File: config.mk
export PLATFORM = sky130hd
export DESIGN_NAME = bus_message_deframer_core
export DESIGN_NICKNAME = d
export VERILOG_FILES = /design/src/rtl/core/bmd_pkg.sv /design/src/rtl/core/bmd_framer.sv /design/src/rtl/core/bus_message_deframer_core.sv
export SDC_FILE = /design/constraint.sdc
export NUM_CORES = 1
export LEC_CHECK = 0
export BUFFER_PORTS_ARGS = -buffer_cell sky130_fd_sc_hd__buf_4
export CAP_MARGIN = 20
export CORE_MARGIN = 3
export CORE_UTILIZATION = 62
export DETAILED_ROUTE_END_ITERATION = 8
export PLACE_DENSITY = 0.82
export SYNTH_ARGS = -nofsm -noshare
export SYNTH_HDL_FRONTEND = slang
export SYNTH_SLANG_ARGS = --single-unit
File: constraint.sdc
create_clock -name clk -period 10.4 [get_ports clk]
set_input_delay 0.52 -clock clk [delete_from_list [all_inputs] [get_ports clk]]
set_output_delay 0.52 -clock clk [all_outputs]
set_load 0.03 [all_outputs]
File: src/rtl/core/bmd_pkg.sv
// Shared types, codes and constants for the bus message deframer.
package bmd_pkg;

  localparam int POS_W      = 28;
  localparam int SIZE_W     = 28;
  localparam int LEN_W      = 32;
  localparam int REM_W      = 34;
  localparam int CFG_ADDR_W = 3;
  localparam int CFG_DATA_W = 32;

  localparam logic [7:0]        ORDER_LITTLE   = 8'h6C;
  localparam logic [7:0]        ORDER_BIG      = 8'h42;
  localparam logic [SIZE_W-1:0] MAX_SIZE_RESET = 28'h800_0000;
  localparam logic [3:0]        HDR_LAST_POS   = 4'd15;
  localparam logic [REM_W-1:0]  SIZE_OVERHEAD  = 34'd12;
  localparam logic [REM_W-1:0]  ALIGN_MASK     = 34'd7;

  // Register index taken from the word address.
  localparam logic REG_MAX_MESSAGE_SIZE = 1'b0;

  typedef enum logic [1:0] {
    PH_HEADER  = 2'd0,
    PH_PAYLOAD = 2'd1,
    PH_DISCARD = 2'd2
  } phase_t;

  typedef enum logic [2:0] {
    ST_HEADER    = 3'd0,
    ST_PAYLOAD   = 3'd1,
    ST_LAST      = 3'd2,
    ST_BAD_ORDER = 3'd3,
    ST_TOO_LARGE = 3'd4,
    ST_DISCARD   = 3'd5
  } status_t;

  typedef struct packed {
    logic [7:0] data_byte;
    logic       burst_end;
  } in_item_t;

  typedef struct packed {
    logic [7:0]       out_byte;
    status_t          status;
    logic [POS_W-1:0] byte_position;
  } out_item_t;

  function automatic logic [LEN_W-1:0] swap32(input logic [LEN_W-1:0] v);
    swap32 = {v[7:0], v[15:8], v[23:16], v[31:24]};
  endfunction

endpackage

File: src/rtl/core/bmd_framer.sv
// Framing state machine: header decode, size check, payload countdown and discard to burst end.
module bmd_framer (
  input  logic                      clk,
  input  logic                      rst_n,
  input  logic                      accept,
  input  bmd_pkg::in_item_t         item,
  input  logic [bmd_pkg::SIZE_W-1:0] max_size,
  output bmd_pkg::out_item_t        result
);

  bmd_pkg::phase_t               phase_r, phase_nxt;
  logic [bmd_pkg::POS_W-1:0]     position_r, position_nxt;
  logic                          little_order_r, little_order_nxt;
  logic                          order_bad_r, order_bad_nxt;
  logic [bmd_pkg::LEN_W-1:0]     body_length_r, body_length_nxt;
  logic [bmd_pkg::LEN_W-1:0]     array_length_r, array_length_nxt;
  logic [bmd_pkg::REM_W-1:0]     rem_r, rem_nxt;

  logic [3:0]                    hdr_pos;
  logic [bmd_pkg::LEN_W-1:0]     arr_shift;
  logic [bmd_pkg::LEN_W-1:0]     body_val;
  logic [bmd_pkg::LEN_W-1:0]     arr_val;
  logic [bmd_pkg::REM_W-1:0]     size_sum;
  logic [bmd_pkg::REM_W-1:0]     arr_padded;
  logic [bmd_pkg::REM_W-1:0]     rem_init;
  logic                          too_large;
  logic                          hdr_fail;
  logic                          last_payload;

  assign hdr_pos   = position_r[3:0];
  // The last array byte arrives with the 16th header byte itself.
  assign arr_shift = {array_length_r[bmd_pkg::LEN_W-9:0], item.data_byte};
  assign body_val  = little_order_r ? bmd_pkg::swap32(body_length_r) : body_length_r;
  assign arr_val   = little_order_r ? bmd_pkg::swap32(arr_shift) : arr_shift;

  assign size_sum   = {2'b00, body_val} + {2'b00, arr_val} + bmd_pkg::SIZE_OVERHEAD;
  assign too_large  = size_sum > {{(bmd_pkg::REM_W-bmd_pkg::SIZE_W){1'b0}}, max_size};
  assign hdr_fail   = order_bad_r || too_large;
  assign arr_padded = ({2'b00, arr_val} + bmd_pkg::ALIGN_MASK) & ~bmd_pkg::ALIGN_MASK;
  assign rem_init   = arr_padded + {2'b00, body_val};

  assign last_payload = (rem_r == {{(bmd_pkg::REM_W-1){1'b0}}, 1'b1});

  // Next state.
  always_comb begin
    phase_nxt        = phase_r;
    position_nxt     = position_r;
    little_order_nxt = little_order_r;
    order_bad_nxt    = order_bad_r;
    body_length_nxt  = body_length_r;
    array_length_nxt = array_length_r;
    rem_nxt          = rem_r;
    if (accept) begin
      case (phase_r)
        bmd_pkg::PH_HEADER: begin
          if (hdr_pos == 4'd0) begin
            little_order_nxt = (item.data_byte == bmd_pkg::ORDER_LITTLE);
            order_bad_nxt    = !((item.data_byte == bmd_pkg::ORDER_LITTLE) ||
                                 (item.data_byte == bmd_pkg::ORDER_BIG));
          end
          if (hdr_pos inside {[4'd4:4'd7]}) begin
            body_length_nxt = {body_length_r[bmd_pkg::LEN_W-9:0], item.data_byte};
          end
          if (hdr_pos inside {[4'd12:4'd15]}) begin
            array_length_nxt = arr_shift;
          end
          position_nxt = {{(bmd_pkg::POS_W-5){1'b0}}, {1'b0, hdr_pos} + 5'd1};
          if (hdr_pos == bmd_pkg::HDR_LAST_POS) begin
            if (hdr_fail) begin
              if (item.burst_end) begin
                phase_nxt    = bmd_pkg::PH_HEADER;
                position_nxt = '0;
              end else begin
                phase_nxt = bmd_pkg::PH_DISCARD;
              end
            end else begin
              rem_nxt = rem_init;
              if (rem_init == '0) begin
                phase_nxt    = bmd_pkg::PH_HEADER;
                position_nxt = '0;
              end else begin
                phase_nxt = bmd_pkg::PH_PAYLOAD;
              end
            end
          end
        end
        bmd_pkg::PH_PAYLOAD: begin
          rem_nxt = rem_r - {{(bmd_pkg::REM_W-1){1'b0}}, 1'b1};
          if (last_payload) begin
            phase_nxt    = bmd_pkg::PH_HEADER;
            position_nxt = '0;
          end else if (position_r != '1) begin
            position_nxt = position_r + {{(bmd_pkg::POS_W-1){1'b0}}, 1'b1};
          end
        end
        bmd_pkg::PH_DISCARD: begin
          if (item.burst_end) begin
            phase_nxt    = bmd_pkg::PH_HEADER;
            position_nxt = '0;
          end
        end
        default: begin
          phase_nxt    = bmd_pkg::PH_HEADER;
          position_nxt = '0;
        end
      endcase
    end
  end

  // Result for the byte being accepted.
  always_comb begin
    result.out_byte      = item.data_byte;
    result.status        = bmd_pkg::ST_HEADER;
    result.byte_position = position_r;
    case (phase_r)
      bmd_pkg::PH_HEADER: begin
        if (hdr_pos == bmd_pkg::HDR_LAST_POS) begin
          if (order_bad_r) begin
            result.status = bmd_pkg::ST_BAD_ORDER;
          end else if (too_large) begin
            result.status = bmd_pkg::ST_TOO_LARGE;
          end else if (rem_init == '0) begin
            result.status = bmd_pkg::ST_LAST;
          end
        end
      end
      bmd_pkg::PH_PAYLOAD: begin
        result.status = last_payload ? bmd_pkg::ST_LAST : bmd_pkg::ST_PAYLOAD;
      end
      bmd_pkg::PH_DISCARD: begin
        result.status        = bmd_pkg::ST_DISCARD;
        result.byte_position = '0;
      end
      default: begin
        result.status = bmd_pkg::ST_HEADER;
      end
    endcase
  end

  always_ff @(posedge clk) begin
    if (!rst_n) begin
      phase_r        <= bmd_pkg::PH_HEADER;
      position_r     <= '0;
      little_order_r <= 1'b0;
      order_bad_r    <= 1'b0;
      body_length_r  <= '0;
      array_length_r <= '0;
      rem_r          <= '0;
    end else begin
      phase_r        <= phase_nxt;
      position_r     <= position_nxt;
      little_order_r <= little_order_nxt;
      order_bad_r    <= order_bad_nxt;
      body_length_r  <= body_length_nxt;
      array_length_r <= array_length_nxt;
      rem_r          <= rem_nxt;
    end
  end

  a_header_pos_small: assert property (@(posedge clk) disable iff (!rst_n)
    (phase_r == bmd_pkg::PH_HEADER) |-> (position_r < 28'd16))
    else $error("header position out of range");

  a_payload_nonzero: assert property (@(posedge clk) disable iff (!rst_n)
    (phase_r == bmd_pkg::PH_PAYLOAD) |-> (rem_r != '0))
    else $error("payload phase with nothing remaining");

  a_discard_restart: assert property (@(posedge clk) disable iff (!rst_n)
    (accept && (phase_r == bmd_pkg::PH_DISCARD) && item.burst_end)
    |=> ((phase_r == bmd_pkg::PH_HEADER) && (position_r == '0)))
    else $error("discard did not end at burst end");

endmodule

File: src/rtl/core/bus_message_deframer_core.sv
// Top level of the bus message deframer: config register, framer and output buffer.
//
//   channel  direction  handshake                payload
//   in_      input      in_valid / in_ready      bmd_pkg::in_item_t  (data_byte, burst_end)
//   out_     output     out_valid / out_ready    bmd_pkg::out_item_t (out_byte, status, position)
//   config   input      psel/penable/pwrite      max_message_size at byte address 0
//
// One byte per clock is accepted while in_ready is high, and each yields one registered result.
// The 16th header byte carries the size add and compare, which sets the cycle time.
// A two-entry output buffer lets a byte be taken while one result waits.
// in_ready drops only when both output entries are full.
// Reset is synchronous and returns the framer to the start of a header.
module bus_message_deframer_core (
  input  logic                           clk,
  input  logic                           rst_n,
  input  logic                           in_valid,
  output logic                           in_ready,
  input  bmd_pkg::in_item_t              in_data,
  output logic                           out_valid,
  input  logic                           out_ready,
  output bmd_pkg::out_item_t             out_data,
  input  logic                           psel,
  input  logic                           penable,
  input  logic                           pwrite,
  input  logic [bmd_pkg::CFG_ADDR_W-1:0] paddr,
  input  logic [bmd_pkg::CFG_DATA_W-1:0] pwdata,
  output logic [bmd_pkg::CFG_DATA_W-1:0] prdata,
  output logic                           pready
);

  logic [bmd_pkg::SIZE_W-1:0] max_size_r;
  logic                       cfg_write;
  logic                       in_accept;
  logic                       out_pop;
  bmd_pkg::out_item_t         result;
  bmd_pkg::out_item_t         out_r, out_nxt;
  bmd_pkg::out_item_t         skid_r, skid_nxt;
  logic                       out_valid_r, out_valid_nxt;
  logic                       skid_valid_r, skid_valid_nxt;

  assign pready    = 1'b1;
  assign cfg_write = psel && penable && pwrite && pready &&
                     (paddr[2] == bmd_pkg::REG_MAX_MESSAGE_SIZE);
  assign prdata    = (paddr[2] == bmd_pkg::REG_MAX_MESSAGE_SIZE) ?
                     {{(bmd_pkg::CFG_DATA_W-bmd_pkg::SIZE_W){1'b0}}, max_size_r} : '0;

  always_ff @(posedge clk) begin
    if (!rst_n) begin
      max_size_r <= bmd_pkg::MAX_SIZE_RESET;
    end else if (cfg_write) begin
      max_size_r <= pwdata[bmd_pkg::SIZE_W-1:0];
    end
  end

  assign in_ready  = !skid_valid_r;
  assign in_accept = in_valid && in_ready;
  assign out_pop   = out_valid_r && out_ready;

  bmd_framer u_framer (
    .clk      (clk),
    .rst_n    (rst_n),
    .accept   (in_accept),
    .item     (in_data),
    .max_size (max_size_r),
    .result   (result)
  );

  // A push never coincides with a full skid entry, since in_ready is low then.
  always_comb begin
    out_nxt        = out_r;
    skid_nxt       = skid_r;
    out_valid_nxt  = out_valid_r;
    skid_valid_nxt = skid_valid_r;
    if (out_pop) begin
      if (skid_valid_r) begin
        out_nxt        = skid_r;
        skid_valid_nxt = 1'b0;
      end else begin
        out_nxt       = result;
        out_valid_nxt = in_accept;
      end
    end else if (in_accept) begin
      if (out_valid_r) begin
        skid_nxt       = result;
        skid_valid_nxt = 1'b1;
      end else begin
        out_nxt       = result;
        out_valid_nxt = 1'b1;
      end
    end
  end

  always_ff @(posedge clk) begin
    if (!rst_n) begin
      out_valid_r  <= 1'b0;
      skid_valid_r <= 1'b0;
    end else begin
      out_valid_r  <= out_valid_nxt;
      skid_valid_r <= skid_valid_nxt;
    end
  end

  always_ff @(posedge clk) begin
    out_r  <= out_nxt;
    skid_r <= skid_nxt;
  end

  assign out_valid = out_valid_r;
  assign out_data  = out_r;

  a_skid_implies_out: assert property (@(posedge clk) disable iff (!rst_n)
    skid_valid_r |-> out_valid_r)
    else $error("skid entry held without an output entry");

  a_stall_fills_skid: assert property (@(posedge clk) disable iff (!rst_n)
    (in_accept && out_valid_r && !out_ready) |=> skid_valid_r)
    else $error("transaction lost while output stalled");

  a_accept_gives_result: assert property (@(posedge clk) disable iff (!rst_n)
    in_accept |=> out_valid_r)
    else $error("accepted byte produced no result");

endmodule

=== Word level (Yosys, flattened, before mapping) ===
Cells that the tools add are included.

* $add $sub $neg: 7
* $mul: 0
* Divide/modulo/power cells: 0
* Magnitude comparators: 5
* Eq/ne operators: 14
* Shift operators: 0
* Muxes and demuxes: 35
* Bitwise gates (word level): 3
* Reductions and logical operators: 27

{| class="wikitable"
|+ Operators with widths
! operator !! count
|-
| $mux W28 || 7
|-
| $mux W39 || 4
|-
| $pmux W28 S3 || 1
|-
| $mux W34 || 2
|-
| $pmux W34 S2 || 1
|-
| $mux W32 || 2
|-
| $add A34 B32 Y34 || 1
|-
| $add A34 B4 Y34 const B || 1
|-
| $eq A34 B1 Y1 const B || 1
|-
| $gt A34 B28 Y1 || 1
|-
| $logic_not A34 Y1 || 1
|-
| $sub A34 B1 Y34 const B || 1
|-
| $add A32 B3 Y33 const B || 1
|-
| $add A32 B32 Y33 || 1
|-
| $add A28 B1 Y28 const B || 1
|-
| $ne A28 B28 Y1 const B || 1
|-
| $eq A8 B7 Y1 const B || 2
|-
| $reduce_and A3 Y1 || 5
|-
| $mux W2 || 7
|-
| $mux W5 || 2
|-
| $mux W3 || 3
|-
| $pmux W3 S3 || 1
|-
| $ne A2 B2 Y1 const B || 4
|-
| $reduce_and A4 Y1 || 2
|-
| 21 further kinds || 38
|}

* Register bits after elaboration: 230
* Latch bits: 0
* RAM bits: 0
* Bits in read-only memories: 0
* Output and inout port bits: 74
* Memories kept: 0

=== Depth between registers and ports, before layout ===
* Word-level depth: 12
* Gate-level depth with buffers: 36
* Gate-level depth less buffers: 28

=== Cells and area by module ===
A second synthesis with hierarchy kept.

* Cell total of the unflattened synthesis: 1989
* Area, all modules: 16389.5 µm²

{| class="wikitable"
|+ Modules (own cells, without submodules)
! module !! times used !! cells each !! area each (µm²) !! sequential area each (µm²)
|-
| bmd_framer || 1 || 1692 || 12194.2 || 2442.3
|-
| bus_message_deframer_core || 1 || 297 || 4195.3 || 2942.8
|}

=== Worst setup path before layout ===
OpenSTA, ideal clock, no wires.

* Path kind: flip-flop to flip-flop
* Start: reg u_framer.little_order_r
* End: reg u_framer.rem_r[16] (netlist bit)
* Arrival: 7.411 ns
* Path slack: 2.861 ns
* Cell stages (with the launch flop): 32
* Period minus slack after synthesis: 7.539 ns
* Cells stage by stage: dfxtp_1 buf_6 buf_2 buf_1 clkbuf_1 buf_1 mux2_2 ha_1 o211ai_1 o21a_2 a2111o_1 a211oi_2 nand4_1 or4_4 or4_1 buf_2 nor4_1 xnor2_1 ha_1 and4_1 o21ai_0 and3_1 o21ai_0 o311a_1 or2_2 and4bb_1 buf_6 a21oi_4 buf_6 buf_6 o311ai_1 o21ai_1

* Longest elaborated chain between the ends: 7
* Elaborated cells between the ends (all ways): 13
* Those cells by class: add/sub: 4; order compare: 1; eq/ne: 1; mux: 5; reduce/logical: 2

{| class="wikitable"
|+ RTL lines
! element !! line !! source
|-
| start: declaration || bmd_framer.sv:13 || <nowiki>logic little_order_r, little_order_nxt;</nowiki>
|-
| start signal: assignment || bmd_framer.sv:152 || <nowiki>little_order_r <= little_order_nxt;</nowiki>
|-
| $mux W32, on equally long branches || bmd_framer.sv:33, bmd_framer.sv:34 ||
|-
| $add A32 B32 Y33 || bmd_framer.sv:36 || <nowiki>assign size_sum = {2'b00, body_val} + {2'b00, arr_val} + bmd_pkg::SIZE_OVERHEAD;</nowiki>
|-
| $add A34 B4 Y34 || bmd_framer.sv:36 ||
|-
| $gt A34 B28 Y1 || bmd_framer.sv:37 || <nowiki>assign too_large = size_sum > {{(bmd_pkg::REM_W-bmd_pkg::SIZE_W){1'b0}}, max_size};</nowiki>
|-
| $logic_or A1 B1 Y1 || bmd_framer.sv:38 || <nowiki>assign hdr_fail = order_bad_r || too_large;</nowiki>
|-
| $ne A2 B2 Y1 (no line) || n/a ||
|-
| $reduce_and A4 Y1 (no line) || n/a ||
|-
| end signal: assignment || bmd_framer.sv:156 || <nowiki>rem_r <= rem_nxt;</nowiki>
|-
| end: declaration || bmd_framer.sv:17 || <nowiki>logic [bmd_pkg::REM_W-1:0] rem_r, rem_nxt;</nowiki>
|}

Several ways; a longest one is shown, not always the timed one. The select of a mux whose other input is x is not followed.
A chain may end at the register's enable or synchronous reset.

=== Final worst setup path ===
* Start: reg u_framer.little_order_r
* End: reg u_framer.rem_r[9] (netlist bit)

The elaborated chain is that of the path after synthesis.

==> results <==
- The post-synthesis instance total is 2,001.
- The repair_antennas step left the layout with diodes totalling 0.
- The per-cell routed wire length is 19.11 microns.
- The synthesized cell area is 0.01661 sq mm.
- The die is between 150 and 200 microns wide.
- The maximum clock frequency is 116.8 MHz.
- The boundary pin count is roughly 130.
- The prevailing post-synth register cell is sky130_fd_sc_hd__dfxtp_1.
- The setup fix buffers added after clock tree synthesis is 0.
- The weighted congestion reported at the end of routability-driven placement is 0.9588.
- The critical path buffer and inverter count is 1.
- The initial antenna violation count is 0.
- The worst setup path is captured at a flip-flop.
- TritonCTS built the clock tree.
- The iteration count of the initial detailed-routing pass is 5.
- The filler cell count in the final layout is 2,029.
- The final count of negative-setup-slack endpoints is 0.
- The worst hold path belongs to the class in2reg.
- The net count of the finished layout is approximately 2,200.
- The share of the clock period used by the worst path after layout is 0.8233.
- IR analysis of the VDD net gives a maximum drop of 0.1194 mV.
- The total number of clock tree sinks is 230.
- For the worst setup path, the data required time is ~11 ns.
- The all-layer global routing usage is 0.3102.
- The relative area change from synthesis to final layout is 10.77%.
- The overall die height is 169.7 microns.
- The worst path needs 8.562 ns of the cycle, external delays included.
- The power density relative to cell area is about 110 mW/mm^2.
- In this run the worst path has a maximum fanout of 43.
- The clock transition at the registers of the reported paths is 0.07 ns.
- In this run the tool buffered the top-level ports with 113 buffer cells.
- The final number of hold-violating endpoints is 0.
- Synthesis instantiated 100 different standard cells from the library.
- The setup slack of the worst register-to-register path is 1.84 ns.
- The total DRC errors in the routed layout is 0.
- The placeable core region is around 0.026 sq mm.
- The number of hold buffers added after CTS was 0.
- The share of final-layout standard cells stronger than drive strength 1 is 0.1388.
- The actual transition at the worst max-transition pin is 1.085 ns.
- The total of warnings raised by yosys is 0.
- In the final timing run, aggregate negative setup slack is 0 ns.
- Max-cap violations in this run came to 0.
- The multi-input gate area in the final layout is ~0.011 sq mm.
- The run finished with clean final reports.
- The worst setup path is launched from a flip-flop.
- The longest clock path from root to sink contains 3 buffers.
- The worst-skew pair later-pin latency is 0.55 ns.
- The remaining global-route overflow is 0.
- The number of rows in the core area is ~60.
- The via count of the first global-routing pass is between 10,000 and 15,000.
- The share of the core filled with cells in the final layout is 0.7019.
- The overall power of the completed layout is 2011 uW.
- The sequential cells in the finished layout cover a total of 0.005386 sq mm.
- The total count of max-transition violations in the final report was 0.
- The largest single stage delay on the critical path is 1.01 ns.
- The via-per-instance ratio is 6.274.
- Once detail routing completed, the nets flagged for antenna violations numbered 0.
- The average cell area after synthesis is 8.299 sq um.
- In the synthesized netlist the async set-or-reset flop fraction comes to 0.
- At the worst endpoint, the arrival time is 9.05 ns.
- The CTS buffer count is 25.
- Summed over all layers, the routed wires come to 45,910 microns.
- The total number of H-tree levels is 1.
- The floorplan die area is 0.02878 sq mm.
- Clock tree synthesis selected as its root buffer the cell sky130_fd_sc_hd__clkbuf_16.
- The routed layout has ~15,000 vias.
- The pin count of the biggest net entering global routing is 97.
- The quantity of gates resized following cts is 0.
- Counting flops with a built-in enable in the synthesized netlist gives between 70 and 80.
- The share of the Yosys chip area taken by registers is 0.3243.
- The worst-path cell with the longest stage delay is sky130_fd_sc_hd__dfxtp_2.
- The critical path start-end classification is reg2reg.
- Synthesis inferred 230 register bits.
- The kind of cell adding the most delay to the critical path is simple AND/OR/NAND/NOR gates.
- Measured against its own limit, the worst slew margin works out to 0.2744.
- For this configuration, the core starts out at a cell density of 0.6337.
- The HPWL after detailed placement is 34,370 microns.
- Leaving out fill and tap cells, the most frequent cells in the layout are sky130_fd_sc_hd__nand2_1 (315), sky130_fd_sc_hd__nor2_1 (171), sky130_fd_sc_hd__dfxtp_1 (151).
- Walking the worst path, the cells encountered are buf_4, mux2_2, ha_1, o211ai_1, o21a_2, a2111o_1, a211oi_2, nand4_1, or4_4, or4_1, nor4_1, xnor2_1, ha_1, and4_1, o21ai_0, and3_1, o21ai_0, o311a_1, or2_2, and4bb_1, a21oi_4, nand2b_4, o221a_2.
- Setup repair after global routing left no endpoint under its margin.
- The library cell used most frequently in the layout, excluding fill and tap cells, is sky130_fd_sc_hd__nand2_1.
- The first-pass GRT wire length is 73,440 microns.
- The setup clock skew after layout is 0.009342 ns.
- The analysis attributes to cell leakage a power of between 0.007 and 0.008 uW.
- The DRC marker count from the first detailed-route iteration is 1,276.
[layout make-up]
class / count / share of cell area
Clock buffer: 36 / 0.03789
Timing Repair Buffer: 125 / 0.05537
Tap cell: 335 / 0.02279
Clock inverter: 9 / 0.005510
Inverter: 69 / 0.01408
Multi-Input combinational cell: 1598 / 0.5715
Sequential cell: 230 / 0.2928
[tightest hold or removal path: stages]
cell                       delay, ns
sky130_fd_sc_hd__buf_4          0.08
sky130_fd_sc_hd__nand2_1        0.04
sky130_fd_sc_hd__o211ai_1       0.08
[per-stage QoR]
stage               hold WS, ns  cell area, sq um  instances  setup slack, ns
global route             0.2103             18390       2402            1.281
floorplan                0.4415             16620       2004            2.861
global placement         0.4525             17480       2352            2.103
detailed placement       0.4572             17490       2353            2.051
CTS                      0.1999             18290       2398            1.970
finish                   0.2077             18390       2402            1.838
[Yosys cell counts (24+ instances only)]
library cell	count	area, sq um
sky130_fd_sc_hd__inv_1	69	259.0
sky130_fd_sc_hd__mux2_2	80	900.9
sky130_fd_sc_hd__xor2_1	44	385.4
sky130_fd_sc_hd__nor2_1	171	641.9
sky130_fd_sc_hd__dfxtp_1	152	3043
sky130_fd_sc_hd__o21ai_0	101	505.5
sky130_fd_sc_hd__and2_1	48	300.3
sky130_fd_sc_hd__ha_1	94	1176
sky130_fd_sc_hd__xnor2_1	59	516.8
sky130_fd_sc_hd__a21boi_0	91	683.2
sky130_fd_sc_hd__nor3_1	40	200.2
sky130_fd_sc_hd__nand2_1	315	1182
sky130_fd_sc_hd__edfxtp_1	78	2342
sky130_fd_sc_hd__a21oi_1	89	445.4
sky130_fd_sc_hd__a21o_1	38	285.3
sky130_fd_sc_hd__and3_1	26	162.7
sky130_fd_sc_hd__nand3_1	41	205.2
sky130_fd_sc_hd__nor2b_1	24	150.1
sky130_fd_sc_hd__clkbuf_1	77	289.0
[registers in the layout (all words and copies together), names as in the netlist]
signal	flops
u_framer.array_length_r	24
out_data	39
u_framer.position_r	28
u_framer.rem_r	34
u_framer.phase_r	2
skid_r	39
skid_valid_r	1
u_framer.order_bad_r	1
u_framer.little_order_r	1
out_valid	1
u_framer.body_length_r	32
max_size_r	28
[power by group]
| part | switching [uW] | internal (uW) | leakage, uW |
|---|---|---|---|
| registers | 7.74 | 948 | 0.00201 |
| clock network | 380 | 496 | 0.000383 |
| logic | 114 | 66.2 | 0.00498 |
| total | 501 | 1510 | 0.00738 |
[metal layers]
layer	share of wire	GRT usage	routed length, microns	vias to the layer above
met2	0.46	0.5165	21330	574
met1	0.43	0.4154	19780	7117
li1	-	-	-	7263
met5	0	0	0	-
met4	0.036	0.1049	1637	0
met3	0.069	0.04542	3166	116
[final timing paths]
check	from	endpoint	cells after the start
setup / recovery	u_framer.little_order_r	u_framer.rem_r[9]	23
hold / removal	pwdata[27]	max_size_r[27]	3
setup reg to reg	u_framer.little_order_r	u_framer.rem_r[9]	23
hold reg to reg	max_size_r[11]	max_size_r[11]	2
[kinds of logic after synthesis]
family / Yosys count / share of synthesized area
adders and majority gates: 96 / 0.07324
xor gates and xnor gates: 105 / 0.05674
AOI/OAI and AO/OA: 506 / 0.2083
buffers and inverters: 176 / 0.04468
other: 2 / 0.0004522
muxes: 96 / 0.06419
and+or+nand+nor: 790 / 0.2282
DFF: 230 / 0.3243
(Power assumes the default switching activity.)
